File: src/hw/rtl/ptc_pkg.sv
// ptc_pkg: shared types, mode codes and constants of the pwm timer counter
`default_nettype none

package ptc_pkg;

    // configuration register indexes
    localparam logic [2:0] CFG_WAVEFORM  = 3'd0;
    localparam logic [2:0] CFG_PRESCALE  = 3'd1;
    localparam logic [2:0] CFG_COMPARE_A = 3'd2;
    localparam logic [2:0] CFG_COMPARE_B = 3'd3;
    localparam logic [2:0] CFG_COMPARE_C = 3'd4;

    // waveform modes
    localparam logic [3:0] WGM_FREE_RUN   = 4'd0;
    localparam logic [3:0] WGM_CTC_ICR    = 4'd1;
    localparam logic [3:0] WGM_CTC_OCRA   = 4'd2;
    localparam logic [3:0] WGM_FAST_8     = 4'd3;
    localparam logic [3:0] WGM_FAST_9     = 4'd4;
    localparam logic [3:0] WGM_FAST_10    = 4'd5;
    localparam logic [3:0] WGM_FAST_ICR   = 4'd6;
    localparam logic [3:0] WGM_FAST_OCRA  = 4'd7;
    localparam logic [3:0] WGM_PHASE_8    = 4'd8;
    localparam logic [3:0] WGM_PHASE_9    = 4'd9;
    localparam logic [3:0] WGM_PHASE_10   = 4'd10;
    localparam logic [3:0] WGM_PHASE_ICR  = 4'd11;
    localparam logic [3:0] WGM_PHASE_OCRA = 4'd12;
    localparam logic [3:0] WGM_PFC_ICR    = 4'd13;
    localparam logic [3:0] WGM_PFC_OCRA   = 4'd14;
    localparam logic [3:0] WGM_HOLD       = 4'd15;

    // compare output modes
    localparam logic [2:0] CM_OFF    = 3'd0;
    localparam logic [2:0] CM_TOGGLE = 3'd1;
    localparam logic [2:0] CM_CLEAR  = 3'd2;
    localparam logic [2:0] CM_SET    = 3'd3;
    localparam logic [2:0] CM_NONINV = 3'd4;
    localparam logic [2:0] CM_INV    = 3'd5;
    localparam logic [2:0] CM_CLRUP  = 3'd6;
    localparam logic [2:0] CM_SETUP  = 3'd7;

    // counting families
    localparam logic [1:0] KIND_PLAIN = 2'd0;
    localparam logic [1:0] KIND_FAST  = 2'd1;
    localparam logic [1:0] KIND_PHASE = 2'd2;

    // fixed tops
    localparam logic [9:0] TOP_8  = 10'h0ff;
    localparam logic [9:0] TOP_9  = 10'h1ff;
    localparam logic [9:0] TOP_10 = 10'h3ff;

    localparam logic [3:0] PRESCALE_MAX = 4'd11;

    typedef struct packed {
        logic [3:0]      waveform_mode;
        logic [3:0]      prescale_select;
        logic [2:0][2:0] compare_mode;
    } ptc_cfg_t;

    // low prescale_select-1 bits set
    function automatic logic [9:0] prescale_mask(input logic [3:0] sel);
        logic [9:0] m;
        case (sel)
            4'd2:    m = 10'h001;
            4'd3:    m = 10'h003;
            4'd4:    m = 10'h007;
            4'd5:    m = 10'h00f;
            4'd6:    m = 10'h01f;
            4'd7:    m = 10'h03f;
            4'd8:    m = 10'h07f;
            4'd9:    m = 10'h0ff;
            4'd10:   m = 10'h1ff;
            4'd11:   m = 10'h3ff;
            default: m = 10'h000;
        endcase
        return m;
    endfunction

endpackage

`default_nettype wire

File: src/hw/rtl/ptc_chan.sv
// ptc_chan: output compare pin action and match detect of one channel
`default_nettype none

module ptc_chan
    import ptc_pkg::*;
#(
    parameter int TW = 16
)
(
    input  wire logic [1:0]    kind,
    input  wire logic [2:0]    cmode,
    input  wire logic          present,
    input  wire logic [TW-1:0] ocr,
    input  wire logic [TW-1:0] cnt,
    input  wire logic [TW-1:0] top,
    input  wire logic          count_down,
    input  wire logic          pin,
    output logic               pin_next,
    output logic               hit
);

    logic special;
    logic lowish;
    logic highish;
    logic at_top;
    logic lvl;

    always_comb
    begin
        lowish  = (cmode == CM_NONINV) || (cmode == CM_CLRUP);
        highish = (cmode == CM_INV) || (cmode == CM_SETUP);
        at_top  = (cnt == top);
        special = 1'b0;
        lvl     = pin;

        // extreme compare values pin the output
        if ((kind == KIND_FAST) && (cmode != CM_OFF))
        begin
            if (ocr == '0)
            begin
                lvl     = (cnt == '0);
                special = 1'b1;
            end
            else if (ocr == top)
            begin
                lvl     = (cmode == CM_INV);
                special = 1'b1;
            end
        end
        else if (kind == KIND_PHASE)
        begin
            if (((ocr == '0) && lowish) || ((ocr == top) && highish))
            begin
                lvl     = 1'b0;
                special = 1'b1;
            end
            else if (((ocr == '0) && highish) || ((ocr == top) && lowish))
            begin
                lvl     = 1'b1;
                special = 1'b1;
            end
        end

        // bottom action
        if ((cnt == '0) && !special)
        begin
            if (cmode == CM_NONINV)
                lvl = 1'b1;
            else if (cmode == CM_INV)
                lvl = 1'b0;
        end

        hit = present && (cnt == ocr);

        if (hit && (cmode != CM_OFF) && !special &&
            (!at_top || (cmode == CM_TOGGLE) || (cmode == CM_CLEAR) || (cmode == CM_SET)))
        begin
            case (cmode)
                CM_TOGGLE: lvl = ~lvl;
                CM_CLEAR:  lvl = 1'b0;
                CM_NONINV: lvl = 1'b0;
                CM_CLRUP:  lvl = count_down;
                CM_SETUP:  lvl = ~count_down;
                default:   lvl = 1'b1;
            endcase
        end

        pin_next = lvl;
    end

endmodule

`default_nettype wire

File: src/hw/rtl/ptc_step.sv
// ptc_step: next timer state and result flags for one registered item
`default_nettype none

module ptc_step
    import ptc_pkg::*;
#(
    parameter int COUNTER_BITS = 16,
    parameter int NUM_COMPARE  = 3
)
(
    input  wire ptc_cfg_t                   cfg,
    input  wire logic                       op_write,
    input  wire logic [COUNTER_BITS-1:0]    new_count,
    input  wire logic [COUNTER_BITS-1:0]    icr,
    input  wire logic [2:0][COUNTER_BITS-1:0] ocr_buf,
    input  wire logic [9:0]                 prescale_count,
    input  wire logic [COUNTER_BITS-1:0]    counter,
    input  wire logic                       count_down,
    input  wire logic [2:0][COUNTER_BITS-1:0] shadow,
    input  wire logic [2:0]                 pins,
    output logic [9:0]                      prescale_count_next,
    output logic [COUNTER_BITS-1:0]         counter_next,
    output logic                            count_down_next,
    output logic [2:0][COUNTER_BITS-1:0]    shadow_next,
    output logic [2:0]                      pins_next,
    output logic                            overflow_hit,
    output logic [2:0]                      match_hit
);

    // compare width covers the fixed 10-bit tops
    localparam int TW = (COUNTER_BITS > 10) ? COUNTER_BITS : 10;
    localparam logic [TW-1:0] CMAX = TW'({COUNTER_BITS{1'b1}});

    logic [9:0]  pc_inc;
    logic        running;
    logic        cnt_tick;
    logic [TW-1:0] cnt_w;
    logic [TW-1:0] top_w;
    logic [TW-1:0] ovf_w;
    logic [TW-1:0] sync_w;
    logic [TW-1:0] rev_w;
    logic [TW-1:0] sha_w;
    logic [TW-1:0] icr_w;
    logic [1:0]  kind;
    logic        rev_follows;
    logic        do_sync;
    logic [2:0][COUNTER_BITS-1:0] ocr_eff;
    logic [2:0]  pin_calc;
    logic [2:0]  hit_calc;
    logic [TW:0] nxt;
    logic        dn;

    assign cnt_w = TW'(counter);
    assign sha_w = TW'(shadow[0]);
    assign icr_w = TW'(icr);

    // mode decode: top, overflow point and sync point
    always_comb
    begin
        kind        = KIND_PLAIN;
        rev_follows = 1'b0;
        top_w       = CMAX;
        ovf_w       = CMAX;
        sync_w      = cnt_w;
        case (cfg.waveform_mode)
            WGM_FREE_RUN:   top_w = CMAX;
            WGM_CTC_ICR:    top_w = icr_w;
            WGM_CTC_OCRA:   top_w = sha_w;
            WGM_FAST_8,
            WGM_FAST_9,
            WGM_FAST_10,
            WGM_FAST_ICR,
            WGM_FAST_OCRA:
            begin
                kind   = KIND_FAST;
                sync_w = '0;
                case (cfg.waveform_mode)
                    WGM_FAST_8:   top_w = TW'(TOP_8);
                    WGM_FAST_9:   top_w = TW'(TOP_9);
                    WGM_FAST_10:  top_w = TW'(TOP_10);
                    WGM_FAST_ICR: top_w = icr_w;
                    default:      top_w = sha_w;
                endcase
                ovf_w = top_w;
            end
            WGM_PHASE_8:    begin kind = KIND_PHASE; top_w = TW'(TOP_8);  sync_w = top_w; end
            WGM_PHASE_9:    begin kind = KIND_PHASE; top_w = TW'(TOP_9);  sync_w = top_w; end
            WGM_PHASE_10:   begin kind = KIND_PHASE; top_w = TW'(TOP_10); sync_w = top_w; end
            WGM_PHASE_ICR:  begin kind = KIND_PHASE; top_w = icr_w;       sync_w = top_w; end
            WGM_PHASE_OCRA:
            begin
                kind        = KIND_PHASE;
                top_w       = sha_w;
                sync_w      = top_w;
                rev_follows = 1'b1;
            end
            WGM_PFC_ICR:    begin kind = KIND_PHASE; top_w = icr_w; sync_w = '0; end
            default:
            begin
                kind        = KIND_PHASE;
                top_w       = sha_w;
                sync_w      = '0;
                rev_follows = 1'b1;
            end
        endcase
        if (kind == KIND_PHASE)
            ovf_w = '0;
    end

    assign do_sync = (sync_w == cnt_w);

    always_comb
    begin
        for (int i = 0; i < 3; i++)
            ocr_eff[i] = (do_sync && (i < NUM_COMPARE)) ? ocr_buf[i] : shadow[i];
        rev_w = (rev_follows && do_sync) ? TW'(ocr_eff[0]) : top_w;
    end

    genvar gi;
    generate
        for (gi = 0; gi < 3; gi++)
        begin : g_chan
            ptc_chan #(.TW(TW)) u_chan (
                .kind       (kind),
                .cmode      ((gi < NUM_COMPARE) ? cfg.compare_mode[gi] : CM_OFF),
                .present    (gi < NUM_COMPARE),
                .ocr        (TW'(ocr_eff[gi])),
                .cnt        (cnt_w),
                .top        (top_w),
                .count_down (count_down),
                .pin        (pins[gi]),
                .pin_next   (pin_calc[gi]),
                .hit        (hit_calc[gi])
            );
        end
    endgenerate

    // counter advance and direction
    always_comb
    begin
        dn = count_down;
        if (count_down)
        begin
            if (cnt_w == '0)
            begin
                nxt = '0;
                dn  = 1'b0;
            end
            else
            begin
                nxt = {1'b0, cnt_w} - 1'b1;
                if (nxt > {1'b0, top_w})
                begin
                    nxt = '0;
                    dn  = 1'b0;
                end
                else if (nxt == '0)
                    dn = 1'b0;
            end
        end
        else
        begin
            nxt = {1'b0, cnt_w} + 1'b1;
            if (nxt > {1'b0, top_w})
                nxt = '0;
        end
        if ((kind == KIND_PHASE) && (nxt == {1'b0, rev_w}))
            dn = ~dn;
    end

    assign running  = (cfg.prescale_select != 4'd0) && (cfg.prescale_select <= PRESCALE_MAX);
    assign pc_inc   = prescale_count + 10'd1;
    assign cnt_tick = ((pc_inc & prescale_mask(cfg.prescale_select)) == 10'd0);

    always_comb
    begin
        prescale_count_next = prescale_count;
        counter_next        = counter;
        count_down_next     = count_down;
        shadow_next         = shadow;
        pins_next           = pins;
        overflow_hit        = 1'b0;
        match_hit           = 3'b000;
        if (op_write)
            counter_next = new_count;
        else if (running)
        begin
            prescale_count_next = pc_inc;
            if (cnt_tick && (cfg.waveform_mode != WGM_HOLD))
            begin
                shadow_next     = ocr_eff;
                pins_next       = pin_calc;
                match_hit       = hit_calc;
                overflow_hit    = (cnt_w == ovf_w);
                counter_next    = nxt[COUNTER_BITS-1:0];
                count_down_next = dn;
            end
        end
    end

endmodule

`default_nettype wire

File: src/hw/rtl/pwm_timer_counter_core.sv
// pwm_timer_counter_core: top level of the prescaled pwm timer counter
//
// item channel (item_valid/item_ready): one transfer per system tick, carrying
//   operation (0 tick, 1 counter write), new_count, the three software compare
//   buffers and capture_top
// result channel (result_valid/result_ready): one transfer per item with the
//   counter after the item, the three pin levels and the hit pulses
// config port: cfg_we writes cfg_data into register cfg_index (0 waveform mode,
//   1 prescale select, 2..4 compare modes a..c); the user writes only while the
//   block is idle, which the block itself does not enforce
// order: an item taken sits in the input register; its result is loaded into the
//   result register, raising result_valid, when that register is free or drained
// throughput: one item per cycle while results are taken; the timer state update
//   is a single pass of compare and increment logic between the input and result
//   registers; stall: while the result register is full and not taken, the input
//   register holds its item and item_ready drops once both stages are occupied
// reset: counter, prescaler, direction, shadow compares and pins clear to zero,
//   configuration clears to normal mode with the prescaler stopped
`default_nettype none

module pwm_timer_counter_core
    import ptc_pkg::*;
#(
    parameter int COUNTER_BITS = 16,
    parameter int NUM_COMPARE  = 3
)
(
    input  wire logic        clk,
    input  wire logic        rst_n,
    // configuration write port
    input  wire logic        cfg_we,
    input  wire logic [2:0]  cfg_index,
    input  wire logic [3:0]  cfg_data,
    // item channel
    input  wire logic        item_valid,
    output logic             item_ready,
    input  wire logic        operation,
    input  wire logic [15:0] new_count,
    input  wire logic [15:0] ocr_a_buffer,
    input  wire logic [15:0] ocr_b_buffer,
    input  wire logic [15:0] ocr_c_buffer,
    input  wire logic [15:0] capture_top,
    // result channel
    output logic             result_valid,
    input  wire logic        result_ready,
    output logic [15:0]      count_now,
    output logic             pin_a,
    output logic             pin_b,
    output logic             pin_c,
    output logic             overflow_hit,
    output logic             match_a_hit,
    output logic             match_b_hit,
    output logic             match_c_hit
);

    // configuration registers
    ptc_cfg_t cfg_reg;

    // input stage
    logic        in_valid_reg;
    logic        op_reg;
    logic [15:0] new_count_reg;
    logic [15:0] ocr_a_reg;
    logic [15:0] ocr_b_reg;
    logic [15:0] ocr_c_reg;
    logic [15:0] icr_reg;

    // timer state
    logic [9:0]                      pc_reg;
    logic [9:0]                      pc_next;
    logic [COUNTER_BITS-1:0]         counter_reg;
    logic [COUNTER_BITS-1:0]         counter_next;
    logic                            down_reg;
    logic                            down_next;
    logic [2:0][COUNTER_BITS-1:0]    shadow_reg;
    logic [2:0][COUNTER_BITS-1:0]    shadow_next;
    logic [2:0]                      pins_reg;
    logic [2:0]                      pins_next;
    logic                            ovf_calc;
    logic [2:0]                      hit_calc;

    // result stage
    logic        out_valid_reg;
    logic [15:0] count_now_reg;
    logic [2:0]  pin_out_reg;
    logic        ovf_out_reg;
    logic [2:0]  hit_out_reg;

    logic advance;
    logic take_item;

    // the input item moves on when the result register is free or being drained
    assign advance    = in_valid_reg && (!out_valid_reg || result_ready);
    assign item_ready = !in_valid_reg || advance;
    assign take_item  = item_valid && item_ready;

    always_ff @(posedge clk or negedge rst_n)
    begin
        if (!rst_n)
            cfg_reg <= '0;
        else if (cfg_we)
        begin
            case (cfg_index)
                CFG_WAVEFORM:  cfg_reg.waveform_mode   <= cfg_data;
                CFG_PRESCALE:  cfg_reg.prescale_select <= cfg_data;
                CFG_COMPARE_A: cfg_reg.compare_mode[0] <= cfg_data[2:0];
                CFG_COMPARE_B: cfg_reg.compare_mode[1] <= cfg_data[2:0];
                CFG_COMPARE_C: cfg_reg.compare_mode[2] <= cfg_data[2:0];
                default:       cfg_reg <= cfg_reg;
            endcase
        end
    end

    // input register
    always_ff @(posedge clk or negedge rst_n)
    begin
        if (!rst_n)
            in_valid_reg <= 1'b0;
        else if (item_ready)
            in_valid_reg <= item_valid;
    end

    always_ff @(posedge clk)
    begin
        if (take_item)
        begin
            op_reg        <= operation;
            new_count_reg <= new_count;
            ocr_a_reg     <= ocr_a_buffer;
            ocr_b_reg     <= ocr_b_buffer;
            ocr_c_reg     <= ocr_c_buffer;
            icr_reg       <= capture_top;
        end
    end

    ptc_step #(
        .COUNTER_BITS (COUNTER_BITS),
        .NUM_COMPARE  (NUM_COMPARE)
    ) u_step (
        .cfg                 (cfg_reg),
        .op_write            (op_reg),
        .new_count           (new_count_reg[COUNTER_BITS-1:0]),
        .icr                 (icr_reg[COUNTER_BITS-1:0]),
        .ocr_buf             ({ocr_c_reg[COUNTER_BITS-1:0],
                               ocr_b_reg[COUNTER_BITS-1:0],
                               ocr_a_reg[COUNTER_BITS-1:0]}),
        .prescale_count      (pc_reg),
        .counter             (counter_reg),
        .count_down          (down_reg),
        .shadow              (shadow_reg),
        .pins                (pins_reg),
        .prescale_count_next (pc_next),
        .counter_next        (counter_next),
        .count_down_next     (down_next),
        .shadow_next         (shadow_next),
        .pins_next           (pins_next),
        .overflow_hit        (ovf_calc),
        .match_hit           (hit_calc)
    );

    // timer state commits as the item moves into the result register
    always_ff @(posedge clk or negedge rst_n)
    begin
        if (!rst_n)
        begin
            pc_reg      <= '0;
            counter_reg <= '0;
            down_reg    <= 1'b0;
            shadow_reg  <= '0;
            pins_reg    <= '0;
        end
        else if (advance)
        begin
            pc_reg      <= pc_next;
            counter_reg <= counter_next;
            down_reg    <= down_next;
            shadow_reg  <= shadow_next;
            pins_reg    <= pins_next;
        end
    end

    // result register
    always_ff @(posedge clk or negedge rst_n)
    begin
        if (!rst_n)
            out_valid_reg <= 1'b0;
        else if (advance)
            out_valid_reg <= 1'b1;
        else if (result_ready)
            out_valid_reg <= 1'b0;
    end

    always_ff @(posedge clk)
    begin
        if (advance)
        begin
            count_now_reg <= 16'(counter_next);
            pin_out_reg   <= pins_next;
            ovf_out_reg   <= ovf_calc;
            hit_out_reg   <= hit_calc;
        end
    end

    assign result_valid = out_valid_reg;
    assign count_now    = count_now_reg;
    assign pin_a        = pin_out_reg[0];
    assign pin_b        = pin_out_reg[1];
    assign pin_c        = pin_out_reg[2];
    assign overflow_hit = ovf_out_reg;
    assign match_a_hit  = hit_out_reg[0];
    assign match_b_hit  = hit_out_reg[1];
    assign match_c_hit  = hit_out_reg[2];

    // a moving item always leaves a result behind
    a_advance_fills: assert property (@(posedge clk) disable iff (!rst_n)
        advance |=> out_valid_reg)
        else $error("result register not loaded after item moved");

    // a held item must not touch the timer state
    a_stall_holds_state: assert property (@(posedge clk) disable iff (!rst_n)
        (in_valid_reg && !advance) |=> ($stable(counter_reg) && $stable(pc_reg)))
        else $error("timer state changed while input stage stalled");

    // a counter write leaves prescaler alone and raises no hit
    a_write_quiet: assert property (@(posedge clk) disable iff (!rst_n)
        (advance && op_reg) |=> ($stable(pc_reg) && !ovf_out_reg && (hit_out_reg == 3'b000)))
        else $error("counter write disturbed prescaler or flags");

    // pin of channel c stays low when that channel is absent
    a_absent_pin_low: assert property (@(posedge clk) disable iff (!rst_n)
        (NUM_COMPARE < 3) |-> !pins_reg[2])
        else $error("pin of absent channel driven high");

endmodule

`default_nettype wire

File: config.mk
export PLATFORM = sky130hd
export DESIGN_NAME = pwm_timer_counter_core
export DESIGN_NICKNAME = d
export VERILOG_FILES = /design/src/hw/rtl/ptc_pkg.sv /design/src/hw/rtl/ptc_chan.sv /design/src/hw/rtl/ptc_step.sv /design/src/hw/rtl/pwm_timer_counter_core.sv
export SDC_FILE = /design/constraint.sdc
export NUM_CORES = 1
export LEC_CHECK = 0
export BUFFER_PORTS_ARGS = -buffer_cell sky130_fd_sc_hd__buf_2
export CELL_PAD_IN_SITES_DETAIL_PLACEMENT = 1
export CELL_PAD_IN_SITES_GLOBAL_PLACEMENT = 2
export CORE_MARGIN = 2
export CORE_UTILIZATION = 39
export DETAILED_ROUTE_END_ITERATION = 16
export PLACE_DENSITY_LB_ADDON = 0.1
export REMOVE_ABC_BUFFERS = 1
export SLEW_MARGIN = 0
export SYNTH_ARGS = -nofsm -noshare
export SYNTH_HDL_FRONTEND = slang
export SYNTH_SLANG_ARGS = --single-unit
File: constraint.sdc
create_clock -name clk -period 6.8 [get_ports clk]
set_input_delay 2.04 -clock clk [delete_from_list [all_inputs] [get_ports clk]]
set_output_delay 2.04 -clock clk [all_outputs]
set_load 0.01 [all_outputs]
==> metrics, run 1 <==
CP required 7.29 ns; WP data arrival about 6.5 ns; Yosys reg bits about 200; IO buf count 117; post-CTS setup buffers 0; Chip Height 207 um; Post-synth top cells nand2_1, o21ai_0, xnor2_1; fin util 44.2%; starting density of the core ~39%; CP max FO 40; CP Capture Point down_reg; clock buffer depth 3; first-pass GRT wire length 104 mm; max reg flops 48; fillcell total 4814; Max VDD drop roughly 0.00023 V; CTS Buf Count 26; unrepaired setup endpoints after global routing false; drt wl/cell 29.3 um; P_leak 0.00716 uW; nets 2004; synth warn 0; sequential fraction of the synthesis area about 35%; ys async rst share a little under 50%; H-Tree Depth 1; R2R setup slack 0.82 ns; crit path kind register to register; cells after synthesis 1792; RD Place Congestion 1.00; # Max-Cap Violations 0; status finished, final reports clean; Sinks on Clock Net 201; routed via count 15400; HPWL Detailed 53.2 mm; fin crit period 5.98 ns; setup TNS 0 ns; Worst R2R End down_reg; share of the synthesized area in the top cell type between 10% and 20%; Core Box Area between 40000 and 50000 sq um; clock latency on the worst-skew pair 0.58 ns; Hold Path Class register to register; total global routing overflow 0; Synth area leaders edfxtp_1, dfrtp_1, xnor2_1; Ports 118; # hold bufs at CTS 0; post_cts resized 0; Slew HR 32.5%; Post-synth EDFFs 104; Clock Skews 0.0219 ns; Startpoint Class register; TritonCTS clock tree yes; die area 42800 sq um; Mapped Area 16100 sq um; DRC viols 0; clock-pin slew on the worst setup and hold paths roughly 0.060 ns; share of cells above drive strength 1 17.5%; largest net degree at the start of global routing 50; vias in the first global route 15300; Power Dens Cells 415 nW/um^2; Post-Route WL 71.2 mm; Horiz. Die Dim 207 um; antenna-violating nets left 0; period utilization 88.0%; total power between 7000 and 8000 uW; Worst-Margin Slew 1.01 ns; initial antenna violation count 1; ys flop type edfxtp_1; Unique masters post-synth 101; Tot GR Track Use 33.2%; average vias per placed instance 6.34; RR Startpoint cfg_reg[13]; reg2reg path depth 18; Fmax 167 MHz; P&R area growth vs syn 12.2%; Final Max Tran Viols 0; Synth Area per Inst 8.96 sq um; setup violators final 0; final hold violations 0; Setup crit start cfg_reg[13]; # rows 74; Yosys top cell by area edfxtp_1; clock tree root driver cell clkbuf_16; drt initial violations roughly 1500; DRT Pass-1 Iters 5; count leader, synth nand2_1; CP Capture Type register
[logic make-up (layout without fill, tap and decap cells)]
group | Yosys count | count (layout) | share of synthesized area (%)
other | 0 | 1 | 0
AOI/OAI and AO/OA | 450 | 450 | 19.0
adders and majority gates | 39 | 39 | 3.04
and+or+nand+nor | 597 | 597 | 20.1
xor gates and xnor gates | 172 | 172 | 9.38
buffers and inverters | 216 | 316 | 6.12
muxes | 117 | 117 | 7.80
DFF | 201 | 201 | 34.6
[worst min-delay path by stage]
stage	depth (start not counted)	to	startpoint	slack, ns
finish	1	result_valid	in_valid_reg	0.51
global route	1	pc_reg[9]	pc_reg[9]	0.56
CTS	1	result_valid	in_valid_reg	0.51
detailed placement	1	result_valid	in_valid_reg	0.50
global placement	1	result_valid	in_valid_reg	0.47
floorplan	1	result_valid	in_valid_reg	0.46
[per-stage QoR]
stage | std cells | hold WS [ns] | area [sq um] | setup slack [ns]
2_1_floorplan | 1662 | 0.457 | 15400 | 0.437
3_3_place_gp | 2376 | 0.473 | 17200 | 1.09
3_5_place_dp | 2376 | 0.503 | 17200 | 0.911
4_1_cts | 2424 | 0.510 | 18000 | 0.874
5_1_grt | 2424 | 0.560 | 18000 | 0.302
6_report | 2425 | 0.510 | 18000 | 0.817
[routing by layer]
layer / wire length [um] / vias to the layer above / GRT usage [%]
met1: 31100 / 7760 / 45.8
met5: 0 / - / 0
met4: 2940 / 0 / 12.1
met3: 4950 / 156 / 4.77
li1: - / 6824 / -
met2: 32200 / 623 / 52.8
[critical path, cell delays in order (launching register included)]
cell,delay (ns)
dfrtp_2,0.85
nand2b_1,0.43
o32ai_1,0.33
nor3_1,0.16
or2_1,0.49
ha_1,0.40
a211oi_1,0.27
o21ai_0,0.14
a2111oi_0,0.40
a21oi_1,0.12
o21ai_0,0.24
nand3_1,0.22
and2_1,0.42
a211oi_1,0.44
xnor2_1,0.13
nor4b_1,0.30
nand4_1,0.19
nor4_2,0.20
xor2_1,0.16
[cell usage in the layout, fill, tap and decap left out, drive strengths merged, types with 19 or more instances in the layout]
master / instances
nor4: 51
nor3: 48
a21oi: 78
nand3: 47
edfxtp: 104
clkbuf: 31
nand4: 39
nand2: 141
ha: 39
o21ai: 143
a31oi: 19
nor2: 106
o22ai: 26
xor2: 57
mux2i: 51
buf: 182
dfrtp: 97
mux2: 66
inv: 82
nand2b: 31
xnor2: 115
[cell type report]
class,count,area (sq um),area share (%)
Antenna cell,1,2.50,0.0139
Sequential cell,201,5560,30.8
Clock buffer,31,669,3.72
Timing Repair Buffer,182,1090,6.04
Inverter,86,328,1.82
Multi-Input combinational cell,1375,9530,52.9
Clock inverter,17,175,0.972
Tap cell,532,666,3.69
[power breakdown]
part           total (uW)  internal [uW]  switching [uW]
combinational        4230           1510            2720
clock                1370            786             579
sequential           1890           1480             402
No activity file was read; power rests on OpenSTA's default activity.
==> inputs of run 2 (changes only) <==
ABC_AREA = 1   (was default)
CORE_UTILIZATION = 35   (was 39)
==> run 2 against run 1 <==
- via count down 3.8%
- clock-buffer cell count grew 2
- wire length down 15%
- non-clock buffer count down 29
- clock power is 6% higher
- synthesized cell count increased by 15%
- utilization fell by 3.6 points
- register-to-register slack improved by 0.14 ns
- sequential cell count is the same
- power up 9.0%
- highest routed layer unchanged
- cell area decreased by 8.0%
==> metrics, run 2 <==
share of the synthesized area in the top cell type 21.6% (+2.2 points); # rows 74 (unchanged); share of cells above drive strength 1 11.3% (-6.3 points); min-delay src shadow_reg[44]; Core Box Area 40800 sq um (+0.23%); period utilization 85.9% (-2.1 points); IO buf count 117 (unchanged); die area 42900 sq um (+0.25%); Hold EP shadow_reg[44]; # Max-Cap Violations 0 (unchanged); Post-synth EDFFs 104 (unchanged); cells after synthesis 2053 (+15%); clock latency on the worst-skew pair 0.56 ns (-0.02 ns); ANT cells 0 (-1); P_leak 0.00785 uW (+9.7%); HPWL Detailed 46.2 mm (-13%); Ports 118 (unchanged); Worst path slowest cell o21ai_1; ys flop type edfxtp_1; Yosys reg bits 201 (unchanged); Mapped Area 14500 sq um (-10%); final hold violations 0 (unchanged); clock buffer depth 3 (unchanged); # hold bufs at CTS 0 (unchanged); P&R area growth vs syn 14.7%; starting density of the core 35.4% (-4.0 points); Tot GR Track Use 27.8% (-5.4 points); routed via count 14800 (-3.8%); status finished, final reports clean; WP data arrival 6.30 ns (-0.17 ns); fin crit period 5.84 ns (-0.142 ns); CP required 7.26 ns (-0.03 ns); setup violators final 0 (unchanged); unrepaired setup endpoints after global routing false; Horiz. Die Dim 207 um (+0.13%); commonest non-fill, non-tap cells in the layout nand2_1, nand3_1, nor2_1; TritonCTS clock tree yes; setup TNS 0 ns (unchanged); Startpoint Class register; largest net degree at the start of global routing 65 (+30%); Yosys top cell by area edfxtp_1; Slew HR 37.2% (+4.7 points); clock-pin slew on the worst setup and hold paths 0.06 ns (about the same); average vias per placed instance 5.45 (-14%); synth warn 0 (unchanged); Cells after DPL 2661 (+12%); Unique masters post-synth 46 (-54%); CP Capture Type register; Chip Height 207 um (+0.13%); reg2reg path depth 27 (+9); clock tree root driver cell clkbuf_16; Worst-Margin Slew 0.935 ns (-0.0771 ns); Post-Route WL 60.4 mm (-15%); Max stage delay on crit path 0.79 ns (-0.06 ns); crit path kind register to register; sequential fraction of the synthesis area 38.4% (+3.8 points); post_cts resized 0 (unchanged); Post-synth top cells nand2_1, nand3_1, nor2_1; Power Dens Cells 492 nW/um^2 (+19%); hold path depth 2 (+1); total global routing overflow 0 (unchanged); Finished Layout Cells 2708 (+12%); DRT Pass-1 Iters 5 (unchanged); Buf/Inv on CP 3 (+3); H-Tree Depth 1 (unchanged); total power 8160 uW (+9.0%); nets 2289 (+14%); Fin Hold WS 0.480 ns (-0.0296 ns); initial antenna violation count 0 (-1); CTS Buf Count 26 (unchanged); drt initial violations 1044 (-32%); RD Place Congestion 0.918 (-8.2%); ys async rst share 48.3% (unchanged); Sinks on Clock Net 201 (unchanged); max reg flops 48 (unchanged); DRC viols 0 (unchanged); Final Max Tran Viols 0 (unchanged); RR Startpoint cfg_reg[14]; Fmax 171 MHz (+2.4%); count leader, synth nand2_1; Worst R2R End down_reg; post-CTS setup buffers 0 (unchanged); CP delay by family, top simple AND/OR/NAND/NOR gates; Synth Area per Inst 7.04 sq um (-21%); CP max FO 16 (-60%); most frequent CP cell nand2_1; Max VDD drop 0.000211 V (-7.3%); antenna-violating nets left 0 (unchanged); Synth area leaders edfxtp_1, nand2_1, dfrtp_1; first-pass GRT wire length 91.9 mm (-12%); drt wl/cell 22.3 um (-24%); commonest non-fill, non-tap cell in the layout nand2_1; Clock Skews 0.0163 ns (-0.00563 ns); Hold Path Class register to register; vias in the first global route 15000 (-1.6%); R2R setup slack 0.96 ns (+0.14 ns)
==> run 2: layer usage <==
layer  GRT usage, %  vias to the layer above  wire length (um)
li1               -                     7051                 -
met3           3.37                      115              3060
met5              0                        -                 0
met4           12.6                        0              2920
met1           37.4                     7202             27400
met2           44.7                      404             27000
==> run 2: worst reg2reg max path, cell delays in order (launching register included) <==
cell      delay (ns)
dfrtp_1         0.43
nand2_1         0.34
nor2_1          0.26
inv_1           0.15
nand3_2         0.20
nor2_1          0.26
inv_2           0.23
o21ai_1         0.79
ha_1            0.39
nand2_1         0.12
nor2_1          0.05
nand3_1         0.08
nand3_1         0.08
a21oi_1         0.12
o21ai_0         0.09
nand2_1         0.08
a21oi_1         0.05
o21ai_0         0.26
nand2_1         0.20
nand2_1         0.20
nand2_1         0.22
a211oi_1        0.44
or2_2           0.20
nand4_1         0.09
nor2_1          0.21
nand3_1         0.10
nand2_1         0.08
inv_1           0.04
==> run 2: power breakdown <==
part	total, uW	switching [uW]	internal, uW
logic	4810	3390	1420
registers	1890	334	1560
clock network	1450	564	889
total	8160	4290	3870
==> run 2: final cells by class <==
cell class / instances / area [sq um]
Clock inverter: 14 / 186
Clock buffer: 33 / 708
Multi-Input combinational cell: 1596 / 7920
Timing Repair Buffer: 153 / 871
Fill cell: 5174 / 24300
Sequential cell: 201 / 5550
Inverter: 179 / 673
Tap cell: 532 / 666
==> run 2: how the worst max path moves through the flow <==
stage	start	end	slack, ns	cells after the start
finish	cfg_reg[14]	down_reg	0.96	27
CTS	cfg_reg[13]	down_reg	1.09	27
global route	cfg_reg[16]	down_reg	0.46	28
detailed placement	cfg_reg[13]	down_reg	1.12	27
floorplan	cfg_reg[16]	pin_out_reg[0]	1.56	23
global placement	cfg_reg[16]	down_reg	1.32	28
==> run 2: kinds of logic after synthesis <==
kind of cell	share of synthesized area [%]
and+or+nand+nor	35.1
AOI/OAI and AO/OA	10.3
DFF	38.4
buffers and inverters	7.00
adders and majority gates	3.38
xor gates and xnor gates	5.82
==> run 2: stage by stage <==
step | setup slack, ns | instance area (sq um) | utilization, %
after floorplan | 1.56 | 14100 | -
after global placement | 1.32 | 15700 | 38.4
after detailed placement | 1.12 | 15700 | 38.4
after CTS | 1.09 | 16600 | 40.6
after global routing | 0.463 | 16600 | 40.6
final | 0.959 | 16600 | 40.6
